**src/design/pma_pkg.sv**
```systemverilog
package pma_pkg;

    localparam int SENSOR_W = 14;              // raw sensor delta
    localparam int DELTA_W  = SENSOR_W + 1;    // sensor delta after optional negation
    localparam int SMOOTH_W = 16;              // exponential average state
    localparam int AXIS_W   = 14;              // smoothed delta, state / 4
    localparam int SPEED_W  = 14;              // magnitude of a smoothed delta
    localparam int PROD_W   = 2 * SPEED_W;     // signed product plus remainder
    localparam int MAG_W    = PROD_W - 1;      // magnitude of that sum
    localparam int REM_W    = 7;               // carried remainder, |r| < 64
    localparam int SCALE_W  = 7;               // divisor 1..64
    localparam int LEVEL_W  = 7;
    localparam int CURSOR_W = 8;
    localparam int CNT_W    = 5;

    localparam logic [CURSOR_W-2:0] CURSOR_MAX = 7'd127;

    typedef enum logic [2:0] {
        ST_IDLE,
        ST_SMOOTH,
        ST_QUARTER,
        ST_DECIDE,
        ST_ACCEL,
        ST_DONE
    } t_state;

    typedef enum logic [2:0] {
        AX_IDLE,
        AX_MUL,
        AX_ADD,
        AX_ABS,
        AX_DIV
    } t_axis_phase;

    typedef struct packed {
        logic               start;
        logic [SPEED_W-1:0] speed;
        logic [SCALE_W-1:0] scale;
    } t_axis_req;

    // Divisor 64 / level, truncated; levels above 64 act as 64.
    function automatic logic [SCALE_W-1:0] scale_of(input logic [LEVEL_W-1:0] level);
        logic [SCALE_W-1:0] s;
        case (level) inside
            [7'd33:7'd127]: s = 7'd1;
            [7'd22:7'd32]:  s = 7'd2;
            [7'd17:7'd21]:  s = 7'd3;
            [7'd13:7'd16]:  s = 7'd4;
            [7'd11:7'd12]:  s = 7'd5;
            7'd10:          s = 7'd6;
            7'd9:           s = 7'd7;
            7'd8:           s = 7'd8;
            7'd7:           s = 7'd9;
            7'd6:           s = 7'd10;
            7'd5:           s = 7'd12;
            7'd4:           s = 7'd16;
            7'd3:           s = 7'd21;
            7'd2:           s = 7'd32;
            default:        s = 7'd64;
        endcase
        return s;
    endfunction

endpackage

```
**src/design/pointer_motion_accelerator.sv**
```systemverilog
// Pointer motion accelerator.
// Input channel (i_in_valid / o_in_ready) takes one sensor delta pair and a
// side flag; output channel (o_out_valid / i_out_ready) gives one cursor
// movement per item, in order. i_cfg_we writes the acceleration level from
// i_cfg_data at once; write it only while no item is in flight.
// With acceleration on, the time from acceptance to o_out_valid is set by the
// two bit-serial axis units (a shift-add multiply, then a restoring divide,
// both axes side by side). With the level at 0, or with no motion, both axis
// units are skipped and the smoothed deltas pass, saturated, to the result.
// One item is worked on at a time; a new item is accepted the cycle after the
// previous result has moved into the output register.
// The output register holds its result while i_out_ready is low; the next item
// is still accepted and runs to completion, then waits until the register
// frees. Reset clears the level to 0, all averages and remainders to 0, and
// leaves both channels empty.
module pointer_motion_accelerator #(
    parameter int SIDE_COUNT = 2
) (
    input  logic                                  i_clk,
    input  logic                                  i_rst_n,
    input  logic                                  i_cfg_we,
    input  logic [pma_pkg::LEVEL_W-1:0]           i_cfg_data,
    input  logic                                  i_in_valid,
    output logic                                  o_in_ready,
    input  logic signed [pma_pkg::SENSOR_W-1:0]   i_sensor_x,
    input  logic signed [pma_pkg::SENSOR_W-1:0]   i_sensor_y,
    input  logic                                  i_right_side,
    output logic                                  o_out_valid,
    input  logic                                  i_out_ready,
    output logic signed [pma_pkg::CURSOR_W-1:0]   o_cursor_x,
    output logic signed [pma_pkg::CURSOR_W-1:0]   o_cursor_y
);

    localparam int SIDE_W   = (SIDE_COUNT > 1) ? $clog2(SIDE_COUNT) : 1;
    localparam int DELTA_W  = pma_pkg::DELTA_W;
    localparam int SMOOTH_W = pma_pkg::SMOOTH_W;
    localparam int AXIS_W   = pma_pkg::AXIS_W;
    localparam int REM_W    = pma_pkg::REM_W;
    localparam int CURSOR_W = pma_pkg::CURSOR_W;
    localparam int LEVEL_W  = pma_pkg::LEVEL_W;

    pma_pkg::t_state              r_state, n_state;
    logic [LEVEL_W-1:0]           r_level;
    logic [SIDE_W-1:0]            r_side, n_side;
    logic signed [DELTA_W-1:0]    r_dh, n_dh, r_dv, n_dv;
    logic signed [AXIS_W-1:0]     r_ah, n_ah, r_av, n_av;
    logic [SMOOTH_W-1:0]          r_sm_h [SIDE_COUNT];
    logic [SMOOTH_W-1:0]          n_sm_h [SIDE_COUNT];
    logic [SMOOTH_W-1:0]          r_sm_v [SIDE_COUNT];
    logic [SMOOTH_W-1:0]          n_sm_v [SIDE_COUNT];
    logic signed [REM_W-1:0]      r_rem_h [SIDE_COUNT];
    logic signed [REM_W-1:0]      n_rem_h [SIDE_COUNT];
    logic signed [REM_W-1:0]      r_rem_v [SIDE_COUNT];
    logic signed [REM_W-1:0]      n_rem_v [SIDE_COUNT];
    logic signed [CURSOR_W-1:0]   r_res_h, n_res_h, r_res_v, n_res_v;
    logic                         r_out_valid, n_out_valid;
    logic signed [CURSOR_W-1:0]   r_out_x, n_out_x, r_out_y, n_out_y;
    pma_pkg::t_axis_req           r_req, n_req;

    logic signed [DELTA_W-1:0]    ext_h, ext_v;
    logic [AXIS_W-1:0]            abs_h, abs_v, speed;
    logic                         done_h, done_v;
    logic signed [CURSOR_W-1:0]   quot_h, quot_v;
    logic signed [REM_W-1:0]      rem_h_new, rem_v_new;

    // s + d - s/4, wrapping in 16 bits
    function automatic logic [SMOOTH_W-1:0] ema_next(input logic [SMOOTH_W-1:0] e,
                                                     input logic [DELTA_W-1:0] d);
        logic [SMOOTH_W-1:0] e_bias;
        logic [SMOOTH_W-1:0] e_q;
        e_bias = e + (e[SMOOTH_W-1] ? SMOOTH_W'(3) : '0);
        e_q    = {{2{e_bias[SMOOTH_W-1]}}, e_bias[SMOOTH_W-1:2]};
        return e + {{(SMOOTH_W-DELTA_W){d[DELTA_W-1]}}, d} - e_q;
    endfunction

    // s / 4, truncating toward zero
    function automatic logic [AXIS_W-1:0] quarter(input logic [SMOOTH_W-1:0] s);
        logic [SMOOTH_W-1:0] b;
        b = s + (s[SMOOTH_W-1] ? SMOOTH_W'(3) : '0);
        return b[SMOOTH_W-1:2];
    endfunction

    function automatic logic [CURSOR_W-1:0] sat_cursor(input logic signed [AXIS_W-1:0] v);
        logic [CURSOR_W-1:0] r;
        if (v > $signed({1'b0, AXIS_W'(pma_pkg::CURSOR_MAX)})) begin
            r = {1'b0, pma_pkg::CURSOR_MAX};
        end else if (v < -$signed({1'b0, AXIS_W'(pma_pkg::CURSOR_MAX)})) begin
            r = -{1'b0, pma_pkg::CURSOR_MAX};
        end else begin
            r = v[CURSOR_W-1:0];
        end
        return r;
    endfunction

    pma_axis_unit u_axis_h (
        .i_clk   (i_clk),
        .i_rst_n (i_rst_n),
        .i_req   (r_req),
        .i_delta (r_ah),
        .i_rem   (r_rem_h[r_side]),
        .o_done  (done_h),
        .o_quot  (quot_h),
        .o_rem   (rem_h_new)
    );

    pma_axis_unit u_axis_v (
        .i_clk   (i_clk),
        .i_rst_n (i_rst_n),
        .i_req   (r_req),
        .i_delta (r_av),
        .i_rem   (r_rem_v[r_side]),
        .o_done  (done_v),
        .o_quot  (quot_v),
        .o_rem   (rem_v_new)
    );

    always_ff @(posedge i_clk) begin
        if (!i_rst_n) begin
            r_state     <= pma_pkg::ST_IDLE;
            r_level     <= '0;
            r_out_valid <= 1'b0;
            r_req       <= '0;
            r_sm_h      <= '{default: '0};
            r_sm_v      <= '{default: '0};
            r_rem_h     <= '{default: '0};
            r_rem_v     <= '{default: '0};
        end else begin
            r_state     <= n_state;
            r_out_valid <= n_out_valid;
            r_req       <= n_req;
            r_sm_h      <= n_sm_h;
            r_sm_v      <= n_sm_v;
            r_rem_h     <= n_rem_h;
            r_rem_v     <= n_rem_v;
            if (i_cfg_we) begin
                r_level <= i_cfg_data;
            end
        end
        r_side  <= n_side;
        r_dh    <= n_dh;
        r_dv    <= n_dv;
        r_ah    <= n_ah;
        r_av    <= n_av;
        r_res_h <= n_res_h;
        r_res_v <= n_res_v;
        r_out_x <= n_out_x;
        r_out_y <= n_out_y;
    end

    always_comb begin
        n_state     = r_state;
        n_side      = r_side;
        n_dh        = r_dh;
        n_dv        = r_dv;
        n_ah        = r_ah;
        n_av        = r_av;
        n_sm_h      = r_sm_h;
        n_sm_v      = r_sm_v;
        n_rem_h     = r_rem_h;
        n_rem_v     = r_rem_v;
        n_res_h     = r_res_h;
        n_res_v     = r_res_v;
        n_out_x     = r_out_x;
        n_out_y     = r_out_y;
        n_req       = '0;
        n_out_valid = r_out_valid && !i_out_ready;

        // sensor y drives the horizontal axis, sensor x the vertical one
        ext_h = {i_sensor_y[pma_pkg::SENSOR_W-1], i_sensor_y};
        ext_v = {i_sensor_x[pma_pkg::SENSOR_W-1], i_sensor_x};
        abs_h = r_ah[AXIS_W-1] ? (~r_ah + 1'b1) : r_ah;
        abs_v = r_av[AXIS_W-1] ? (~r_av + 1'b1) : r_av;
        speed = (abs_h > abs_v) ? abs_h : abs_v;

        o_in_ready = (r_state == pma_pkg::ST_IDLE);

        case (r_state)
            pma_pkg::ST_IDLE: begin
                if (i_in_valid) begin
                    n_side  = (SIDE_COUNT > 1) ? SIDE_W'(i_right_side) : '0;
                    n_dh    = i_right_side ? -ext_h : ext_h;
                    n_dv    = i_right_side ? -ext_v : ext_v;
                    n_state = pma_pkg::ST_SMOOTH;
                end
            end
            pma_pkg::ST_SMOOTH: begin
                n_sm_h[r_side] = ema_next(r_sm_h[r_side], r_dh);
                n_sm_v[r_side] = ema_next(r_sm_v[r_side], r_dv);
                n_state        = pma_pkg::ST_QUARTER;
            end
            pma_pkg::ST_QUARTER: begin
                n_ah    = quarter(r_sm_h[r_side]);
                n_av    = quarter(r_sm_v[r_side]);
                n_state = pma_pkg::ST_DECIDE;
            end
            pma_pkg::ST_DECIDE: begin
                if (r_level == '0 || speed == '0) begin
                    // no acceleration: pass the smoothed deltas, drop the remainders
                    n_rem_h[r_side] = '0;
                    n_rem_v[r_side] = '0;
                    n_res_h         = sat_cursor(r_ah);
                    n_res_v         = sat_cursor(r_av);
                    n_state         = pma_pkg::ST_DONE;
                end else begin
                    n_req.start = 1'b1;
                    n_req.speed = speed;
                    n_req.scale = pma_pkg::scale_of(r_level);
                    n_state     = pma_pkg::ST_ACCEL;
                end
            end
            pma_pkg::ST_ACCEL: begin
                if (done_h && done_v) begin
                    n_rem_h[r_side] = rem_h_new;
                    n_rem_v[r_side] = rem_v_new;
                    n_res_h         = quot_h;
                    n_res_v         = quot_v;
                    n_state         = pma_pkg::ST_DONE;
                end
            end
            pma_pkg::ST_DONE: begin
                // hold until the output register is free
                if (!r_out_valid || i_out_ready) begin
                    n_out_valid = 1'b1;
                    n_out_x     = r_res_h;
                    n_out_y     = r_res_v;
                    n_state     = pma_pkg::ST_IDLE;
                end
            end
            default: begin
                n_state = pma_pkg::ST_IDLE;
            end
        endcase
    end

    assign o_out_valid = r_out_valid;
    assign o_cursor_x  = r_out_x;
    assign o_cursor_y  = r_out_y;

endmodule

```
**src/design/pma_axis_unit.sv**
```systemverilog
module pma_axis_unit (
    input  logic                                  i_clk,
    input  logic                                  i_rst_n,
    input  pma_pkg::t_axis_req                    i_req,
    input  logic signed [pma_pkg::AXIS_W-1:0]     i_delta,
    input  logic signed [pma_pkg::REM_W-1:0]      i_rem,
    output logic                                  o_done,
    output logic signed [pma_pkg::CURSOR_W-1:0]   o_quot,
    output logic signed [pma_pkg::REM_W-1:0]      o_rem
);

    localparam int SPEED_W  = pma_pkg::SPEED_W;
    localparam int PROD_W   = pma_pkg::PROD_W;
    localparam int MAG_W    = pma_pkg::MAG_W;
    localparam int REM_W    = pma_pkg::REM_W;
    localparam int SCALE_W  = pma_pkg::SCALE_W;
    localparam int CNT_W    = pma_pkg::CNT_W;
    localparam int QMAG_W   = pma_pkg::CURSOR_W - 1;

    pma_pkg::t_axis_phase r_phase, n_phase;
    logic [CNT_W-1:0]     r_cnt, n_cnt;
    logic                 r_done, n_done;
    logic [SPEED_W-1:0]   r_mcand, n_mcand;
    logic [SPEED_W-1:0]   r_hi, n_hi;
    logic [SPEED_W-1:0]   r_lo, n_lo;
    logic                 r_neg, n_neg;
    logic [REM_W-1:0]     r_rem_in, n_rem_in;
    logic [SCALE_W-1:0]   r_scale, n_scale;
    logic [PROD_W-1:0]    r_p, n_p;
    logic [MAG_W-1:0]     r_dvd, n_dvd;
    logic [REM_W-1:0]     r_part, n_part;
    logic                 r_pneg, n_pneg;

    logic [SPEED_W:0]     mul_sum;
    logic [PROD_W-1:0]    prod;
    logic [PROD_W-1:0]    p_sum;
    logic [PROD_W-1:0]    p_mag;
    logic [REM_W:0]       trial;
    logic [REM_W:0]       diff;
    logic                 ge;
    logic [SPEED_W-1:0]   delta_mag;
    logic [QMAG_W-1:0]    q_mag;

    always_ff @(posedge i_clk) begin
        if (!i_rst_n) begin
            r_phase <= pma_pkg::AX_IDLE;
            r_cnt   <= '0;
            r_done  <= 1'b0;
        end else begin
            r_phase <= n_phase;
            r_cnt   <= n_cnt;
            r_done  <= n_done;
        end
        r_mcand  <= n_mcand;
        r_hi     <= n_hi;
        r_lo     <= n_lo;
        r_neg    <= n_neg;
        r_rem_in <= n_rem_in;
        r_scale  <= n_scale;
        r_p      <= n_p;
        r_dvd    <= n_dvd;
        r_part   <= n_part;
        r_pneg   <= n_pneg;
    end

    always_comb begin
        n_phase  = r_phase;
        n_cnt    = r_cnt;
        n_done   = 1'b0;
        n_mcand  = r_mcand;
        n_hi     = r_hi;
        n_lo     = r_lo;
        n_neg    = r_neg;
        n_rem_in = r_rem_in;
        n_scale  = r_scale;
        n_p      = r_p;
        n_dvd    = r_dvd;
        n_part   = r_part;
        n_pneg   = r_pneg;

        delta_mag = i_delta[SPEED_W-1] ? (~i_delta + 1'b1) : i_delta;
        mul_sum   = {1'b0, r_hi} + (r_lo[0] ? {1'b0, r_mcand} : '0);
        prod      = {r_hi, r_lo};
        // signed product as invert plus carry-in, then add the carried remainder
        p_sum     = (r_neg ? ~prod : prod) + PROD_W'(r_neg)
                    + {{(PROD_W-REM_W){r_rem_in[REM_W-1]}}, r_rem_in};
        p_mag     = r_p[PROD_W-1] ? (~r_p + 1'b1) : r_p;
        trial     = {r_part, r_dvd[MAG_W-1]};
        diff      = trial - {1'b0, r_scale};
        ge        = (trial >= {1'b0, r_scale});

        case (r_phase)
            pma_pkg::AX_IDLE: begin
                if (i_req.start) begin
                    n_mcand  = delta_mag;
                    n_neg    = i_delta[SPEED_W-1];
                    n_hi     = '0;
                    n_lo     = i_req.speed;
                    n_scale  = i_req.scale;
                    n_rem_in = i_rem;
                    n_cnt    = '0;
                    n_phase  = pma_pkg::AX_MUL;
                end
            end
            pma_pkg::AX_MUL: begin
                // shift-add, one multiplier bit per cycle
                n_hi  = mul_sum[SPEED_W:1];
                n_lo  = {mul_sum[0], r_lo[SPEED_W-1:1]};
                n_cnt = r_cnt + 1'b1;
                if (r_cnt == CNT_W'(SPEED_W - 1)) begin
                    n_phase = pma_pkg::AX_ADD;
                end
            end
            pma_pkg::AX_ADD: begin
                n_p     = p_sum;
                n_phase = pma_pkg::AX_ABS;
            end
            pma_pkg::AX_ABS: begin
                n_dvd   = p_mag[MAG_W-1:0];
                n_pneg  = r_p[PROD_W-1];
                n_part  = '0;
                n_cnt   = '0;
                n_phase = pma_pkg::AX_DIV;
            end
            pma_pkg::AX_DIV: begin
                // restoring divide, quotient bits shift in behind the dividend
                n_part = ge ? diff[REM_W-1:0] : trial[REM_W-1:0];
                n_dvd  = {r_dvd[MAG_W-2:0], ge};
                n_cnt  = r_cnt + 1'b1;
                if (r_cnt == CNT_W'(MAG_W - 1)) begin
                    n_done  = 1'b1;
                    n_phase = pma_pkg::AX_IDLE;
                end
            end
            default: begin
                n_phase = pma_pkg::AX_IDLE;
            end
        endcase
    end

    // quotient and remainder take the sign of the dividend (truncating divide)
    assign q_mag  = (|r_dvd[MAG_W-1:QMAG_W]) ? pma_pkg::CURSOR_MAX : r_dvd[QMAG_W-1:0];
    assign o_quot = r_pneg ? -$signed({1'b0, q_mag}) : $signed({1'b0, q_mag});
    assign o_rem  = r_pneg ? -$signed(r_part) : $signed(r_part);
    assign o_done = r_done;

endmodule
```
**config.mk**
```make
export PLATFORM = sky130hd
export DESIGN_NAME = pointer_motion_accelerator
export DESIGN_NICKNAME = d
export VERILOG_FILES = /design/src/design/pma_pkg.sv /design/src/design/pointer_motion_accelerator.sv /design/src/design/pma_axis_unit.sv
export SDC_FILE = /design/constraint.sdc
export NUM_CORES = 1
export LEC_CHECK = 0
export BUFFER_PORTS_ARGS = -buffer_cell sky130_fd_sc_hd__buf_4
export CORE_UTILIZATION = 58
export DETAILED_ROUTE_END_ITERATION = 10
export HOLD_SLACK_MARGIN = 0.05
export PLACE_DENSITY = 0.77
export RECOVER_POWER = 25
export SLEW_MARGIN = 20
export SYNTH_ARGS = -nofsm -noshare
export SYNTH_HDL_FRONTEND = slang
export SYNTH_HIERARCHICAL = 1
export SYNTH_SLANG_ARGS = --single-unit
```
**constraint.sdc**
```tcl
create_clock -name i_clk -period 6.5 [get_ports i_clk]
set_input_delay 0.325 -clock i_clk [delete_from_list [all_inputs] [get_ports i_clk]]
set_output_delay 0.325 -clock i_clk [all_outputs]
set_load 0.02 [all_outputs]
```
==> results.tsv <==
metric	value	unit
status	finished with violations	
failing checks	max-capacitance violations, max-slew violations	
startpoint types	flip-flop	
row cnt	82	
clock skew	18.1	ps
crit path DAT	5870	ps
setup slack after layout	1110	ps
HP Class	in -> reg	
Least-Margin Pin Slew	3130	ps
internal power	6.08	mW
CTS H-tree lvls	2	
Via density	5.98	
drt pass-1 iters	5	
combinational power share	0.248	
post-route ant nets	0	
final wirelength	69200	um
layout cells sized above 1	0.0702	
nets	3354	
cell taking the most area after synthesis	edfxtp_1	
gr usage total	0.264	
clock share of power	0.345	
vias in the first global route	23000	
largest net degree at the start of global routing	62	
WP data required	6980	ps
Yosys top cell area share	0.333	
Seq cells post-synth	474	
Slowest-stage cell, CP	edfxtp_1	
CTS tree	yes	
post-CTS sizing	0	
Initial Util	0.592	
Netlist cell types	95	
post-synthesis cell count	3065	
Die Ht	229	um
CTS Hold Bufs	31	
final count of hold timing violations	0	
global-route wire length before repair	113000	um
placeable core region	50500	um2
CP endpoint kind	flip-flop	
Psw	2.64	mW
LEAKAGE	12.6	nW
worst skew pair latency	600	ps
Max Fclk	186	MHz
setup TNS	0	ps
Synth Net Count	3310	
critical-path cell list	mux2i_1 -> inv_1 -> ha_1 -> a21boi_0 -> o21ai_0 -> nand2b_1 -> nor3_1 -> xnor2_1 -> inv_1 -> fa_1 -> ha_1 -> o21a_1 -> o31a_1 -> o211ai_1 -> a21oi_1 -> or3_1 -> a41o_1 -> o311ai_0	
Slew Viols, Final	286	
routability cong.	0.935	
Tmin final	5390	ps
Final setup viols	0	
slowest stage delay, CP	660	ps
Main synth FF type	edfxtp_1	
TritonCTS Sinks	474	
EDFF count, synth	331	
pwr dens	267	nW/um2
Rel. slew slack	-1.09	
Post-CTS Setup Inserts	0	
unrepaired setup endpoints after global routing	false	
Mapped Avg Cell Area	9.75	um2
Syn-to-layout area delta	9.37	%
die area	52400	um2
gr ovfl total	0	
io pins	59	
maxcap violations	7	
Die W	229	um
# DRC	0	
final core occ	0.647	
IO Port Bufs	58	
Async SR Flop Fraction	0	
number of DRC markers in iteration 0	1895	
DP Wirelength	50300	um
Root Driver	clkbuf_16	
synth top area cells	edfxtp_1, dfxtp_1, ha_1, nand2_1, xor2_1	
Critical path buffers and inverters	2	
Mapped Area	29900	um2
crit-path max FO	11	
buffer depth of the longest clock path	3	
register area share after synthesis	0.429	
Avg WL per Cell	18.1	um
pre-CTS setup slack	1090	ps
switching share of power	0.302	
initial antenna violation count	1	
via count	22900	
Final Cycle Share	0.829	
Synthesis Warnings	6	
worst setup path class	reg -> reg	
total CTS buffers	51	
Worst-path clk slew	60	ps
sequential power share	0.406	
crit-path leading delay family	compound AO/OA/AOI/OAI gates	
Max IR drop VDD	0.295	mV
## power groups by stage
stage | Clock (mW) | Combinational (mW) | Sequential (mW)
5_1_grt | 3.17 | 2.41 | 3.56
2_1_floorplan | 0 | 1.68 | 3.53
6_report | 3.01 | 2.17 | 3.54
3_3_place_gp | 0 | 2.04 | 3.59
4_1_cts | 3.06 | 2.15 | 3.54
3_5_place_dp | 0 | 2.11 | 3.60
## final cells by class
cell class,count,area [um2]
fillers,4012,17800
inverters,140,527
flip-flops and latches,474,12800
multi-input cells,2328,16000
clock buffers,65,1410
diodes,1,2.50
repair buffers,114,821
well taps,672,841
clock inverters,27,308
## cell usage after synthesis (all sizes together), types with 7 or more instances
cell,n
a211oi,17
a21boi,7
a21o,39
a21oi,194
a31oi,16
and2,45
and3,22
and4,8
buf,36
clkbuf,87
dfxtp,143
edfxtp,331
fa,36
ha,168
inv,138
mux2,31
mux2i,70
nand2,410
nand2b,45
nand3,72
nand3b,9
nand4,19
nor2,229
nor2b,32
nor3,58
nor3b,9
nor4,26
o211ai,11
o21a,25
o21ai,161
o21bai,14
o311ai,9
o31ai,59
o41ai,24
or2,17
or3,30
or4,22
xnor2,157
xor2,158
## routing by layer
| metal | GRT usage | share of wire | vias up |
|---|---|---|---|
| met3 | 0.0379 | 0.049 | 147 |
| met5 | 0 | 0.00025 | - |
| met4 | 0.0869 | 0.027 | 2 |
| met1 | 0.333 | 0.42 | 11000 |
| met2 | 0.463 | 0.50 | 649 |
| li1 | - | - | 11000 |
## logic make-up after synthesis
family / after synthesis / synth area share
mux: 101 / 0.0353
fa+ha+maj: 204 / 0.0945
buf+inv: 263 / 0.0378
compound gates: 635 / 0.138
simple gates: 1073 / 0.174
flops: 474 / 0.429
xor+xnor: 315 / 0.0924
## path summary, 6_finish.rpt
| kind | from | end | slack [ps] | depth (start not counted) |
|---|---|---|---|---|
| max | r_side$_DFFE_PP_ | r_sm_v[30]$_SDFFE_PN0P_ | 1110 | 18 |
| min | i_sensor_y[11] | r_dh[11]$_DFFE_PP_ | 70 | 2 |
| max reg2reg | r_side$_DFFE_PP_ | r_sm_v[30]$_SDFFE_PN0P_ | 1110 | 18 |
| min reg2reg | r_res_v[2]$_DFFE_PP_ | o_cursor_y[2]$_DFFE_PP_ | 430 | 0 |
## registers in the layout (all words and copies together), names as in the netlist, 15 cells and up
name	flops
u_axis_h/r_dvd	27
r_sm_v	32
u_axis_v/r_dvd	27
r_sm_h	32
r_dh	15
u_axis_v/r_p	28
r_dv	15
u_axis_h/r_p	28
r_req	22
## worst register-to-register path: cells and delay by family, from the launching register on
| family | cells | cell delay, ps |
|---|---|---|
| AO/OA/AOI/OAI | 8 | 1720 |
| buffers and inverters | 2 | 210 |
| flip-flops | 1 | 660 |
| XOR/XNOR | 1 | 190 |
| AND/OR/NAND/NOR | 3 | 980 |
| multiplexers | 1 | 410 |
| adder cells (fa/ha/maj) | 3 | 1110 |
## stage by stage
stage          cells  hold slack (ps)  total power, mW  cell area (um2)
3_5_place_dp    3697              410             5.72            30800
4_1_cts         3820             50.1             8.75            32800
2_1_floorplan   3065              400             5.21            29900
5_1_grt         3820             54.4             9.14            32700
6_report        3821             72.5             8.72            32700
3_3_place_gp    3697              404             5.63            30800
## layout by cell type, fill, tap and decap left out, types with 19 or more instances in the layout
| cell | count |
|---|---|
| nand2_1 | 408 |
| edfxtp_1 | 331 |
| nor2_1 | 227 |
| a21oi_1 | 194 |
| ha_1 | 168 |
| xor2_1 | 158 |
| xnor2_1 | 157 |
| dfxtp_1 | 143 |
| inv_1 | 138 |
| o21ai_0 | 135 |
| nand3_1 | 70 |
| mux2i_1 | 69 |
| nor3_1 | 58 |
| clkbuf_16 | 53 |
| buf_4 | 53 |
| o31ai_1 | 50 |
| nand2b_1 | 44 |
| and2_1 | 44 |
| a21o_1 | 39 |
| clkbuf_1 | 38 |
| fa_1 | 36 |
| nor2b_1 | 32 |
| mux2_2 | 31 |
| dlygate4sd3_1 | 31 |
| or3_1 | 30 |
| o21ai_1 | 26 |
| o21a_1 | 25 |
| and3_1 | 22 |
| o41ai_1 | 21 |
| nor4_1 | 20 |
| nand4_1 | 19 |
Power figures use the tool's default switching activity.
